**src/cbcv_pkg.sv**
```systemverilog
// Shared types, constants and letter arithmetic for the CBC Vigenere encryptor.
package cbcv_pkg;

    // Alphabet and character constants.
    localparam logic [5:0] ALPHA_SIZE   = 6'd26;
    localparam logic [7:0] CHAR_UPPER_A = 8'h41;
    localparam logic [7:0] CHAR_UPPER_Z = 8'h5A;
    localparam logic [7:0] CHAR_LOWER_A = 8'h61;
    localparam logic [7:0] CHAR_LOWER_Z = 8'h7A;
    localparam logic [6:0] ASCII_BASE   = 7'h61;
    localparam logic [4:0] PAD_LETTER   = 5'd23;

    // Configuration port layout.
    localparam int         CFG_DATA_W    = 60;
    localparam int         CFG_IDX_W     = 2;
    localparam int         SLOT_W        = 5;
    localparam logic [1:0] REG_BLOCK_LEN = 2'd0;
    localparam logic [1:0] REG_KEY       = 2'd1;
    localparam logic [1:0] REG_IV        = 2'd2;

    // Input function codes.
    localparam logic FUNC_TEXT = 1'b0;
    localparam logic FUNC_END  = 1'b1;

    // Result kinds.
    localparam logic KIND_LETTER  = 1'b0;
    localparam logic KIND_SUMMARY = 1'b1;

    // One input request.
    typedef struct packed {
        logic       func;
        logic [7:0] text_byte;
    } in_t;

    // One result item.
    typedef struct packed {
        logic        kind;
        logic [6:0]  cipher_letter;
        logic        is_pad;
        logic [15:0] clean_count;
        logic [3:0]  pad_count;
        logic        last_of_run;
    } out_t;

    // Commands from the sequencer to the chain core.
    typedef struct packed {
        logic       encrypt;
        logic [4:0] plain;
        logic       count_letter;
        logic       load_chain;
        logic       clear_run;
    } core_cmd_t;

    // Fold a five-bit slot value into the range 0 to 25.
    function automatic logic [4:0] fold_mod26(input logic [4:0] v);
        logic [5:0] w;
        begin
            w = {1'b0, v};
            fold_mod26 = (w >= ALPHA_SIZE) ? 5'(w - ALPHA_SIZE) : v;
        end
    endfunction

    // Sum of two letters, both 0 to 25, taken mod 26.
    function automatic logic [4:0] add_mod26(input logic [4:0] a, input logic [4:0] b);
        logic [5:0] s;
        begin
            s = {1'b0, a} + {1'b0, b};
            add_mod26 = (s >= ALPHA_SIZE) ? 5'(s - ALPHA_SIZE) : 5'(s);
        end
    endfunction

    // Effective block length: zero acts as one, values above the maximum clamp.
    function automatic logic [3:0] eff_block_len(input logic [3:0] n, input logic [3:0] max_len);
        begin
            if (n == 4'd0)
                eff_block_len = 4'd1;
            else if (n > max_len)
                eff_block_len = max_len;
            else
                eff_block_len = n;
        end
    endfunction

endpackage

```
**src/cbcv_chain_core.sv**
```systemverilog
// Chain block, block position and letter count with the per-letter cipher add.
module cbcv_chain_core #(
    parameter int MAX_BLOCK  = 12,
    parameter int COUNT_BITS = 16
) (
    input  logic                                   clk,
    input  logic                                   rst_n,
    input  cbcv_pkg::core_cmd_t                    cmd,
    input  logic [3:0]                             eff_len,
    input  logic [cbcv_pkg::CFG_DATA_W-1:0]        key_letters,
    input  logic [cbcv_pkg::CFG_DATA_W-1:0]        iv_letters,
    output logic [4:0]                             cipher,
    output logic [((MAX_BLOCK > 1) ? $clog2(MAX_BLOCK) : 1)-1:0] pos,
    output logic [COUNT_BITS-1:0]                  count
);

    localparam int POS_W = (MAX_BLOCK > 1) ? $clog2(MAX_BLOCK) : 1;

    logic [4:0]            chain_reg [MAX_BLOCK];
    logic [POS_W-1:0]      pos_reg;
    logic [POS_W-1:0]      pos_next;
    logic [COUNT_BITS-1:0] count_reg;
    logic [4:0]            key_slot;
    logic [4:0]            pos_inc;

    // Cipher letter for the current position.
    always_comb
    begin
        key_slot = cbcv_pkg::fold_mod26(key_letters[pos_reg * cbcv_pkg::SLOT_W +: cbcv_pkg::SLOT_W]);
        cipher   = cbcv_pkg::add_mod26(cbcv_pkg::add_mod26(cmd.plain, key_slot),
                                       chain_reg[pos_reg]);
    end

    // Advance the position, closing the block at the effective length.
    always_comb
    begin
        pos_inc = 5'(pos_reg) + 5'd1;
        if (pos_inc >= {1'b0, eff_len})
            pos_next = '0;
        else
            pos_next = POS_W'(pos_inc);
    end

    // Chain block: reload from the IV, or store the new cipher letter.
    always_ff @(posedge clk or negedge rst_n)
    begin
        if (!rst_n)
        begin
            for (int i = 0; i < MAX_BLOCK; i++)
            begin
                chain_reg[i] <= '0;
            end
        end
        else if (cmd.load_chain)
        begin
            for (int i = 0; i < MAX_BLOCK; i++)
            begin
                chain_reg[i] <= cbcv_pkg::fold_mod26(
                    iv_letters[i * cbcv_pkg::SLOT_W +: cbcv_pkg::SLOT_W]);
            end
        end
        else if (cmd.encrypt)
        begin
            chain_reg[pos_reg] <= cipher;
        end
    end

    // Position and saturating letter count.
    always_ff @(posedge clk or negedge rst_n)
    begin
        if (!rst_n)
        begin
            pos_reg   <= '0;
            count_reg <= '0;
        end
        else
        begin
            if (cmd.clear_run)
                pos_reg <= '0;
            else if (cmd.encrypt)
                pos_reg <= pos_next;

            if (cmd.clear_run)
                count_reg <= '0;
            else if (cmd.count_letter && (count_reg != {COUNT_BITS{1'b1}}))
                count_reg <= count_reg + COUNT_BITS'(1);
        end
    end

    assign pos   = pos_reg;
    assign count = count_reg;

endmodule

```
**src/cbc_vigenere_encryptor_top.sv**
```systemverilog
// Top level: request handshake, end-of-message pad sequencer and output skid stage.
// A letter's result is registered in out_data_reg, or in the skid stage if that is held.
// Throughput: one text byte per cycle while in_stall is low; the chain core updates
// one position per cycle. End of message: the pads then the summary leave one per cycle
// while the skid stage is empty; input is stalled until the summary has been produced.
// Reset: asynchronous; block_len returns to 1, key, IV, chain, position and count to 0.
module cbc_vigenere_encryptor_top #(
    parameter int MAX_BLOCK  = 12,
    parameter int COUNT_BITS = 16
) (
    input  logic                                clk,
    input  logic                                rst_n,
    input  logic                                in_valid,
    output logic                                in_stall,
    input  cbcv_pkg::in_t                       in_data,
    output logic                                out_valid,
    input  logic                                out_stall,
    output cbcv_pkg::out_t                      out_data,
    input  logic                                cfg_we,
    input  logic [cbcv_pkg::CFG_IDX_W-1:0]      cfg_index,
    input  logic [cbcv_pkg::CFG_DATA_W-1:0]     cfg_data
);

    localparam int POS_W = (MAX_BLOCK > 1) ? $clog2(MAX_BLOCK) : 1;

    // Configuration registers.
    logic [3:0]                        block_len_reg;
    logic [cbcv_pkg::CFG_DATA_W-1:0]   key_reg;
    logic [cbcv_pkg::CFG_DATA_W-1:0]   iv_reg;
    logic [cbcv_pkg::CFG_DATA_W-1:0]   iv_next;
    logic                              iv_write;

    // Sequencer and output stage.
    logic                   flush_active_reg;
    logic [3:0]             pads_left_reg;
    logic [3:0]             pads_total_reg;
    logic                   out_valid_reg;
    cbcv_pkg::out_t         out_data_reg;
    logic                   skid_valid_reg;
    cbcv_pkg::out_t         skid_data_reg;

    logic                   in_fire;
    logic                   is_upper;
    logic                   is_lower;
    logic [4:0]             letter_val;
    logic                   letter_fire;
    logic                   end_fire;
    logic                   flush_step;
    logic                   pad_step;
    logic                   summary_step;
    logic [3:0]             eff_len;
    logic [3:0]             pads_at_end;
    logic [32:0]            count_ext;
    logic [15:0]            clean_sat;
    logic                   push;
    cbcv_pkg::out_t         push_data;
    logic                   pop;
    cbcv_pkg::core_cmd_t    cmd;
    logic [4:0]             cipher;
    logic [POS_W-1:0]       pos;
    logic [COUNT_BITS-1:0]  count;

    // Configuration writes; an IV write also reloads the chain.
    assign iv_write = cfg_we && (cfg_index == cbcv_pkg::REG_IV);
    assign iv_next  = iv_write ? cfg_data : iv_reg;

    always_ff @(posedge clk or negedge rst_n)
    begin
        if (!rst_n)
        begin
            block_len_reg <= 4'd1;
            key_reg       <= '0;
            iv_reg        <= '0;
        end
        else if (cfg_we)
        begin
            case (cfg_index)
                cbcv_pkg::REG_BLOCK_LEN: block_len_reg <= cfg_data[3:0];
                cbcv_pkg::REG_KEY:       key_reg       <= cfg_data;
                cbcv_pkg::REG_IV:        iv_reg        <= cfg_data;
                default:                 ;
            endcase
        end
    end

    assign eff_len = cbcv_pkg::eff_block_len(block_len_reg, 4'(MAX_BLOCK));

    // Request decode: fold case, drop non-letters.
    always_comb
    begin
        is_upper = (in_data.text_byte >= cbcv_pkg::CHAR_UPPER_A) &&
                   (in_data.text_byte <= cbcv_pkg::CHAR_UPPER_Z);
        is_lower = (in_data.text_byte >= cbcv_pkg::CHAR_LOWER_A) &&
                   (in_data.text_byte <= cbcv_pkg::CHAR_LOWER_Z);
        if (is_upper)
            letter_val = 5'(in_data.text_byte - cbcv_pkg::CHAR_UPPER_A);
        else
            letter_val = 5'(in_data.text_byte - cbcv_pkg::CHAR_LOWER_A);
    end

    assign in_stall     = skid_valid_reg || flush_active_reg;
    assign in_fire      = in_valid && !in_stall;
    assign letter_fire  = in_fire && (in_data.func == cbcv_pkg::FUNC_TEXT) &&
                          (is_upper || is_lower);
    assign end_fire     = in_fire && (in_data.func == cbcv_pkg::FUNC_END);
    assign flush_step   = flush_active_reg && !skid_valid_reg;
    assign pad_step     = flush_step && (pads_left_reg != 4'd0);
    assign summary_step = flush_step && (pads_left_reg == 4'd0);

    // Pads needed to close a partial block.
    assign pads_at_end = ((pos != '0) && (4'(pos) < eff_len)) ? (eff_len - 4'(pos)) : 4'd0;

    // Clean count as seen on the 16-bit summary field.
    always_comb
    begin
        count_ext = 33'(count);
        clean_sat = (count_ext > 33'd65535) ? 16'hFFFF : count_ext[15:0];
    end

    // Commands to the chain core.
    always_comb
    begin
        cmd.encrypt      = letter_fire || pad_step;
        cmd.plain        = pad_step ? cbcv_pkg::PAD_LETTER : letter_val;
        cmd.count_letter = letter_fire;
        cmd.load_chain   = iv_write || summary_step;
        cmd.clear_run    = summary_step;
    end

    cbcv_chain_core #(
        .MAX_BLOCK  (MAX_BLOCK),
        .COUNT_BITS (COUNT_BITS)
    ) u_core (
        .clk         (clk),
        .rst_n       (rst_n),
        .cmd         (cmd),
        .eff_len     (eff_len),
        .key_letters (key_reg),
        .iv_letters  (iv_next),
        .cipher      (cipher),
        .pos         (pos),
        .count       (count)
    );

    // Result produced this cycle.
    always_comb
    begin
        push                    = letter_fire || flush_step;
        push_data.kind          = summary_step ? cbcv_pkg::KIND_SUMMARY : cbcv_pkg::KIND_LETTER;
        push_data.cipher_letter = summary_step ? 7'd0 : (cbcv_pkg::ASCII_BASE + 7'(cipher));
        push_data.is_pad        = pad_step;
        push_data.clean_count   = summary_step ? clean_sat : 16'd0;
        push_data.pad_count     = summary_step ? pads_total_reg : 4'd0;
        push_data.last_of_run   = letter_fire || summary_step;
    end

    // End-of-message sequencer.
    always_ff @(posedge clk or negedge rst_n)
    begin
        if (!rst_n)
        begin
            flush_active_reg <= 1'b0;
            pads_left_reg    <= 4'd0;
            pads_total_reg   <= 4'd0;
        end
        else if (end_fire)
        begin
            flush_active_reg <= 1'b1;
            pads_left_reg    <= pads_at_end;
            pads_total_reg   <= pads_at_end;
        end
        else if (pad_step)
        begin
            pads_left_reg <= pads_left_reg - 4'd1;
        end
        else if (summary_step)
        begin
            flush_active_reg <= 1'b0;
        end
    end

    // Output register with a skid stage behind it.
    assign pop = out_valid_reg && !out_stall;

    always_ff @(posedge clk or negedge rst_n)
    begin
        if (!rst_n)
        begin
            out_valid_reg  <= 1'b0;
            skid_valid_reg <= 1'b0;
        end
        else if (!out_valid_reg || pop)
        begin
            if (skid_valid_reg)
            begin
                out_valid_reg  <= 1'b1;
                skid_valid_reg <= 1'b0;
            end
            else
            begin
                out_valid_reg <= push;
            end
        end
        else if (push)
        begin
            skid_valid_reg <= 1'b1;
        end
    end

    always_ff @(posedge clk)
    begin
        if (!out_valid_reg || pop)
        begin
            if (skid_valid_reg)
                out_data_reg <= skid_data_reg;
            else if (push)
                out_data_reg <= push_data;
        end
        else if (push)
        begin
            skid_data_reg <= push_data;
        end
    end

    assign out_valid = out_valid_reg;
    assign out_data  = out_data_reg;

`ifndef SYNTHESIS
    // The skid stage only fills behind a held output register.
    assert property (@(posedge clk) disable iff (!rst_n)
        skid_valid_reg |-> out_valid_reg)
    else $error("skid stage valid while output register empty");

    // An accepted end of message starts the pad sequence.
    assert property (@(posedge clk) disable iff (!rst_n)
        end_fire |=> flush_active_reg)
    else $error("end of message did not start the flush");

    // Pads still to send never exceed the pads counted at end of message.
    assert property (@(posedge clk) disable iff (!rst_n)
        flush_active_reg |-> (pads_left_reg <= pads_total_reg))
    else $error("pad counter ran past its total");

    // A summary carries no letter and closes its run.
    assert property (@(posedge clk) disable iff (!rst_n)
        (out_valid_reg && (out_data_reg.kind == cbcv_pkg::KIND_SUMMARY)) |->
        (!out_data_reg.is_pad && out_data_reg.last_of_run && (out_data_reg.cipher_letter == 7'd0)))
    else $error("malformed summary result");
`endif

endmodule

```
**config.mk**
```make
export PLATFORM = sky130hd
export DESIGN_NAME = cbc_vigenere_encryptor_top
export DESIGN_NICKNAME = d
export VERILOG_FILES = /design/src/cbcv_pkg.sv /design/src/cbcv_chain_core.sv /design/src/cbc_vigenere_encryptor_top.sv
export SDC_FILE = /design/constraint.sdc
export NUM_CORES = 1
export LEC_CHECK = 0
export ABC_AREA = 1
export BUFFER_PORTS_ARGS = -buffer_cell sky130_fd_sc_hd__buf_2
export CORE_AREA = 10 10 165 167
export DETAILED_ROUTE_END_ITERATION = 10
export DIE_AREA = 0 0 175 177
export PLACE_DENSITY = 0.89
export SETUP_SLACK_MARGIN = 0.1
export SYNTH_ARGS = -nofsm -noshare
export SYNTH_HDL_FRONTEND = slang
export SYNTH_SLANG_ARGS = --single-unit
```
**constraint.sdc**
```tcl
create_clock -name clk -period 14.6 [get_ports clk]
set_input_delay 0.73 -clock clk [delete_from_list [all_inputs] [get_ports clk]]
set_output_delay 0.73 -clock clk [all_outputs]
set_load 0.005 [all_outputs]
```
==> results of run 1 <==
==> final timing paths <==
kind                                      start                    to  depth (start not counted)
max                               u_core.pos[0]          out_data[28]                         34
min                                       rst_n             iv_reg[9]                          1
max reg2reg                       u_core.pos[0]          out_data[28]                         34
min reg2reg                u_core.chain_reg[32]  u_core.chain_reg[32]                          2
max in group asynchronous                 rst_n           key_reg[18]                          3
min in group clk                   cfg_data[33]           key_reg[33]                          2
==> cell families after synthesis <==
kind of cell	share of synthesized area, %
AND/OR/NAND/NOR	22.9
buffers and inverters	9.12
flip-flops	46.4
AO/OA/AOI/OAI	15.2
adder cells (fa/ha/maj)	4.02
XOR/XNOR	1.07
multiplexers	1.31
==> cell type report <==
cell class                      instances  area [um2]
Inverter                              259         982
Clock inverter                         14         199
Fill cell                            1793        6860
Timing Repair Buffer                  119         634
Tap cell                              324         405
Multi-Input combinational cell       1280        6900
Sequential cell                       275        7180
Clock buffer                           40         797
==> Yosys cell counts (all sizes together) <==
cell type	n
inv	258
xnor2	1
buf	44
o21ai	258
and3	1
dfrtp	214
o22ai	49
a22oi	1
dfstp	1
or2	2
fa	3
mux2	18
clkinv	1
ha	45
o211ai	2
o221ai	1
a31oi	1
clkbuf	27
nand4	27
a221oi	1
a21o	3
a211oi	11
xor2	17
nor3	12
o21a	8
edfxtp	60
nand3	80
nor2	164
o31ai	7
a21oi	29
nand3b	5
nor4	2
a32o	1
nand2	529
a21boi	2
==> layer usage <==
| layer | share of wire, % | GRT usage [%] | routed length, um | vias up |
|---|---|---|---|---|
| met5 | 0 | 0 | 0 | - |
| met4 | 3.3 | 9.04 | 1380 | 0 |
| met3 | 9.2 | 4.12 | 3910 | 123 |
| met2 | 48 | 45.7 | 20400 | 732 |
| met1 | 39 | 34.9 | 16600 | 6390 |
| li1 | - | - | - | 6289 |
==> through the flow <==
stage               worst slack (ns)  cells
global placement                8.16   2257
finish                          7.50   2311
detailed placement              7.75   2257
floorplan                       9.23   1885
CTS                             7.65   2311
global route                    6.95   2311
==> worst register-to-register path: cells and delay by family, from the launching register on <==
kind | cells | cell delay, ns
AO/OA/AOI/OAI | 5 | 1.01
XOR/XNOR | 1 | 0.22
adder cells (fa/ha/maj) | 2 | 0.77
buffers and inverters | 6 | 1.98
flip-flops | 1 | 0.35
AND/OR/NAND/NOR | 20 | 2.61
==> placed cells by master, fill, tap and decap left out, types with 5 or more instances in the layout <==
cell type,Yosys,final
xor2_1,16,16
a211oi_1,11,11
o21ai_0,154,154
ha_1,45,45
inv_2,29,29
nand2_4,12,12
nor2_1,158,157
nand3b_1,5,5
nand3_1,76,75
nand2_1,494,494
inv_1,226,225
nand2_2,23,23
nand4_1,25,25
clkbuf_16,0,29
o21ai_2,46,46
o22ai_1,49,49
buf_2,19,106
nor3_1,11,11
o21ai_1,45,45
dfrtp_1,214,213
buf_4,7,12
a21oi_1,29,29
mux2_2,18,18
clkbuf_1,27,8
o21ai_4,13,13
o21a_1,8,8
edfxtp_1,60,60
o31ai_1,7,7
==> metrics.txt, run 1 <==
number of buffers added for setup after CTS 0; Final period util 48.6%; vias per std cell 5.86; CP arrival 7.48 ns; type of origin of the critical path flop; Final Util 71.4%; Yosys warnings 0; Slowest Stage Delay on Critical Path 0.68 ns; drt wl/cell 18.3 um; Initial DRT Pass Iterations 6; max-capacitance violation count 0; # H-tree levels 1; # IOs 108; f_max 141 MHz; RSZ-0062 raised after global routing false; Seq cells post-synth 275; GPL Wtd Cong 0.958; DR DRC count 0; Ant. Diodes 0; TNS Setup 0 ns; placed instance area 16,100 um2; Avg Synthesized Cell Area 8.21 um2; CTS Buf Count 29; post-cts hold buffer count 0; layout cell share with drive strength beyond 1 16.5%; Slew Viols, Final 0; top post-synthesis cells by area dfrtp_1 (35%), nand2_1 (12%), edfxtp_1 (12%); critical path fanouts, max 63; WS Path Type reg -> reg; Synth top area share 34.6%; DP HPWL 29,300 um; Routed Antenna Nets 0; Yosys cell types 55; CP top delay family simple AND/OR/NAND/NOR gates; Total Routing Usage GR 27.0%; Post-Syn Area 15,500 um2; Initial Util 64.6%; Final Skew 0.0362 ns; number of global-route vias before repair 13,085; hold crit path type in -> async; initial drt markers 1,828; Mapped Cells 1,885; Clock Path Buffers 3; nets 2,088; worst hold slack 0.166 ns; most frequent cell on the critical path nand2_1; number of port buffers 107; Die H 177 um; WP buf/inv 6; syn_nets 2,009; Reg2Reg Setup Slack 7.50 ns; Core Area 24,000 um2; critical path's slowest cell clkinv_1; die width 175 um; die area 31,000 um2; clock root buffer clkbuf_16; area growth from synthesis to layout 10.5%; Final Hold Vio Count 0; Rel. slew slack 30.0%; first-pass GRT wire length 68,300 um; fin area 17,100 um2; drt total wl 42,300 um; Final min period 7.10 ns; vias 13,534; clk sinks 275; Final setup viols 0; register area share after synthesis 46.4%; pin count of the biggest net entering global routing 104; post-CTS resize count 0; Slew @ Worst Pin 1.05 ns; GR Overflow Total 0; CP Capture Type flop; status complete, no violations; antenna violations before repair 0; WP data required 14.97 ns; Worst-path clk slew 0.07 ns; Worst-Skew Late Latency 0.58 ns; CTS tree done; row count 57; cell taking the most area after synthesis dfrtp_1
Power of run 1 is not shown: default switching activity piles up to over one toggle a cycle in this logic, so the estimate is an artifact.
==> inputs of run 2 (changes only) <==
CORE_AREA = 10 10 171 173   (was 10 10 165 167)
DIE_AREA = 0 0 181 183   (was 0 0 175 177)
PLACE_DENSITY = 0.83   (was 0.89)
clock period = 7.2 ns   (was 14.6 ns; I/O delays follow)
==> run 2 against run 1 <==
Sequential share of layout area shrank 0.092 points. Final cell count grew 0.52%. Wire length shrank 0.38%.
==> metrics.txt, run 2 (synthesized netlist as in run 1, its figures left out) <==
first-pass GRT wire length 67,200 um; CP top delay family simple AND/OR/NAND/NOR gates; Worst-Skew Late Latency 0.57 ns; vias 13,374; Ant. Diodes 0; GPL Wtd Cong 0.989; placed instance area 16,100 um2; drt wl/cell 18.1 um; pin count of the biggest net entering global routing 104; row count 59; WL met2 20,300 um; CP arrival 6.71 ns; Slew Viols, Final 0; Initial DRT Pass Iterations 5; max-capacitance violation count 0; most frequent cell on the critical path nand2_1; nets 2,090; DP HPWL 29,700 um; critical path fanouts, max 24; Slew @ Worst Pin 1.06 ns; type of origin of the critical path flop; antenna violations before repair 0; Final setup viols 0; fillers 1,993; clock root buffer clkbuf_16; TNS Setup 0 ns; layout cell share with drive strength beyond 1 16.5%; status complete, no violations; Final Util 66.5%; GR Overflow Total 0; f_max 156 MHz; most frequent cells in the layout nand2_1 (494), inv_1 (225), dfrtp_1 (213), nor2_1 (157), o21ai_0 (154); die width 181 um; Highest Signal Layer met4; clk sinks 275; Reg2Reg Setup Slack 0.79 ns; initial drt markers 1,634; RSZ-0062 raised after global routing false; area growth from synthesis to layout 10.7%; Rel. slew slack 29.1%; CP Capture Type flop; wire length on met3 3300 um; WS Path Type reg -> reg; die area 33,100 um2; Core Area 25,800 um2; # H-tree levels 1; Cell Count Post-Placement 2,269; fin area 17,100 um2; # IOs 108; drt total wl 42,200 um; critical path's slowest cell inv_1; number of global-route vias before repair 12,952; Total Routing Usage GR 24.6%; CTS tree done; Finished Layout Cells 2,323; WP data required 7.50 ns; vias per std cell 5.76; DR DRC count 0; Final Hold Vio Count 0; M1 wire length 16,900 um; CTS Buf Count 29; Slowest Stage Delay on Critical Path 0.58 ns; Final period util 89.1%; Initial Util 60.1%; Final Skew 0.0105 ns; Final min period 6.41 ns; Die H 183 um; Clock Path Buffers 3; hold crit path type in -> reg; Worst-path clk slew 0.06 ns; number of port buffers 107; Routed Antenna Nets 0; commonest non-fill, non-tap cell in the layout nand2_1; WP buf/inv 6
## run 2: cell count changes in the layout (fill, tap and decap cells not counted)
cell | before | now
clkinv_2 | 4 | 3
clkbuf_8 | 4 | 9
bufinv_16 | 4 | 3
buf_4 | 12 | 13
clkinv_4 | 1 | 0
inv_4 | 3 | 2
clkbuf_1 | 8 | 7
inv_6 | 2 | 1
dlygate4sd3_1 | 0 | 1
## run 2: timing repair
action | 4_1_cts | 5_1_grt
buffers inserted | 0 | 0
setup endpoints to repair | 0 | 6
hold buffers | 1 | 0
resized for setup | 0 | 1
endpoints found under the hold margin | 63 | 0
## run 2: worst paths after layout
kind / start / endpoint / cells past startpoint
worst max-delay path: u_core.pos[1] / out_data[24] / 34
worst min-delay path: cfg_data[30] / key_reg[30] / 2
worst max register to register: u_core.pos[1] / out_data[24] / 34
worst min register to register: u_core.chain_reg[6] / u_core.chain_reg[6] / 2
max in group asynchronous: rst_n / u_core.pos[0] / 3
min in group asynchronous: rst_n / key_reg[24] / 2
## run 2: cell type report
class / count / area, um2 / share of cell area [%]
clock inverter: 9 / 136 / 0.796
inverter: 259 / 986 / 5.75
clock buffer: 44 / 862 / 5.03
sequential: 275 / 7180 / 41.9
multi-input combinational: 1280 / 6900 / 40.3
timing repair buffer: 121 / 652 / 3.80
tap: 335 / 419 / 2.45
## run 2: routing by layer
| metal | up-vias | global-route usage [%] |
|---|---|---|
| met5 | - | 0 |
| met4 | 0 | 9.60 |
| met3 | 106 | 4.04 |
| met2 | 622 | 41.7 |
| met1 | 6347 | 30.9 |
| li1 | 6299 | - |
## run 2: through the flow
| stage | setup slack, ns | hold WS [ns] |
|---|---|---|
| floorplan | 1.83 | 0.0644 |
| global placement | 1.12 | 0.380 |
| detailed placement | 0.733 | 0.381 |
| CTS | 0.724 | 0.0526 |
| global route | 0.151 | 0.0654 |
| finish | 0.786 | 0.0668 |
Power of run 2 is left out for the same reason.
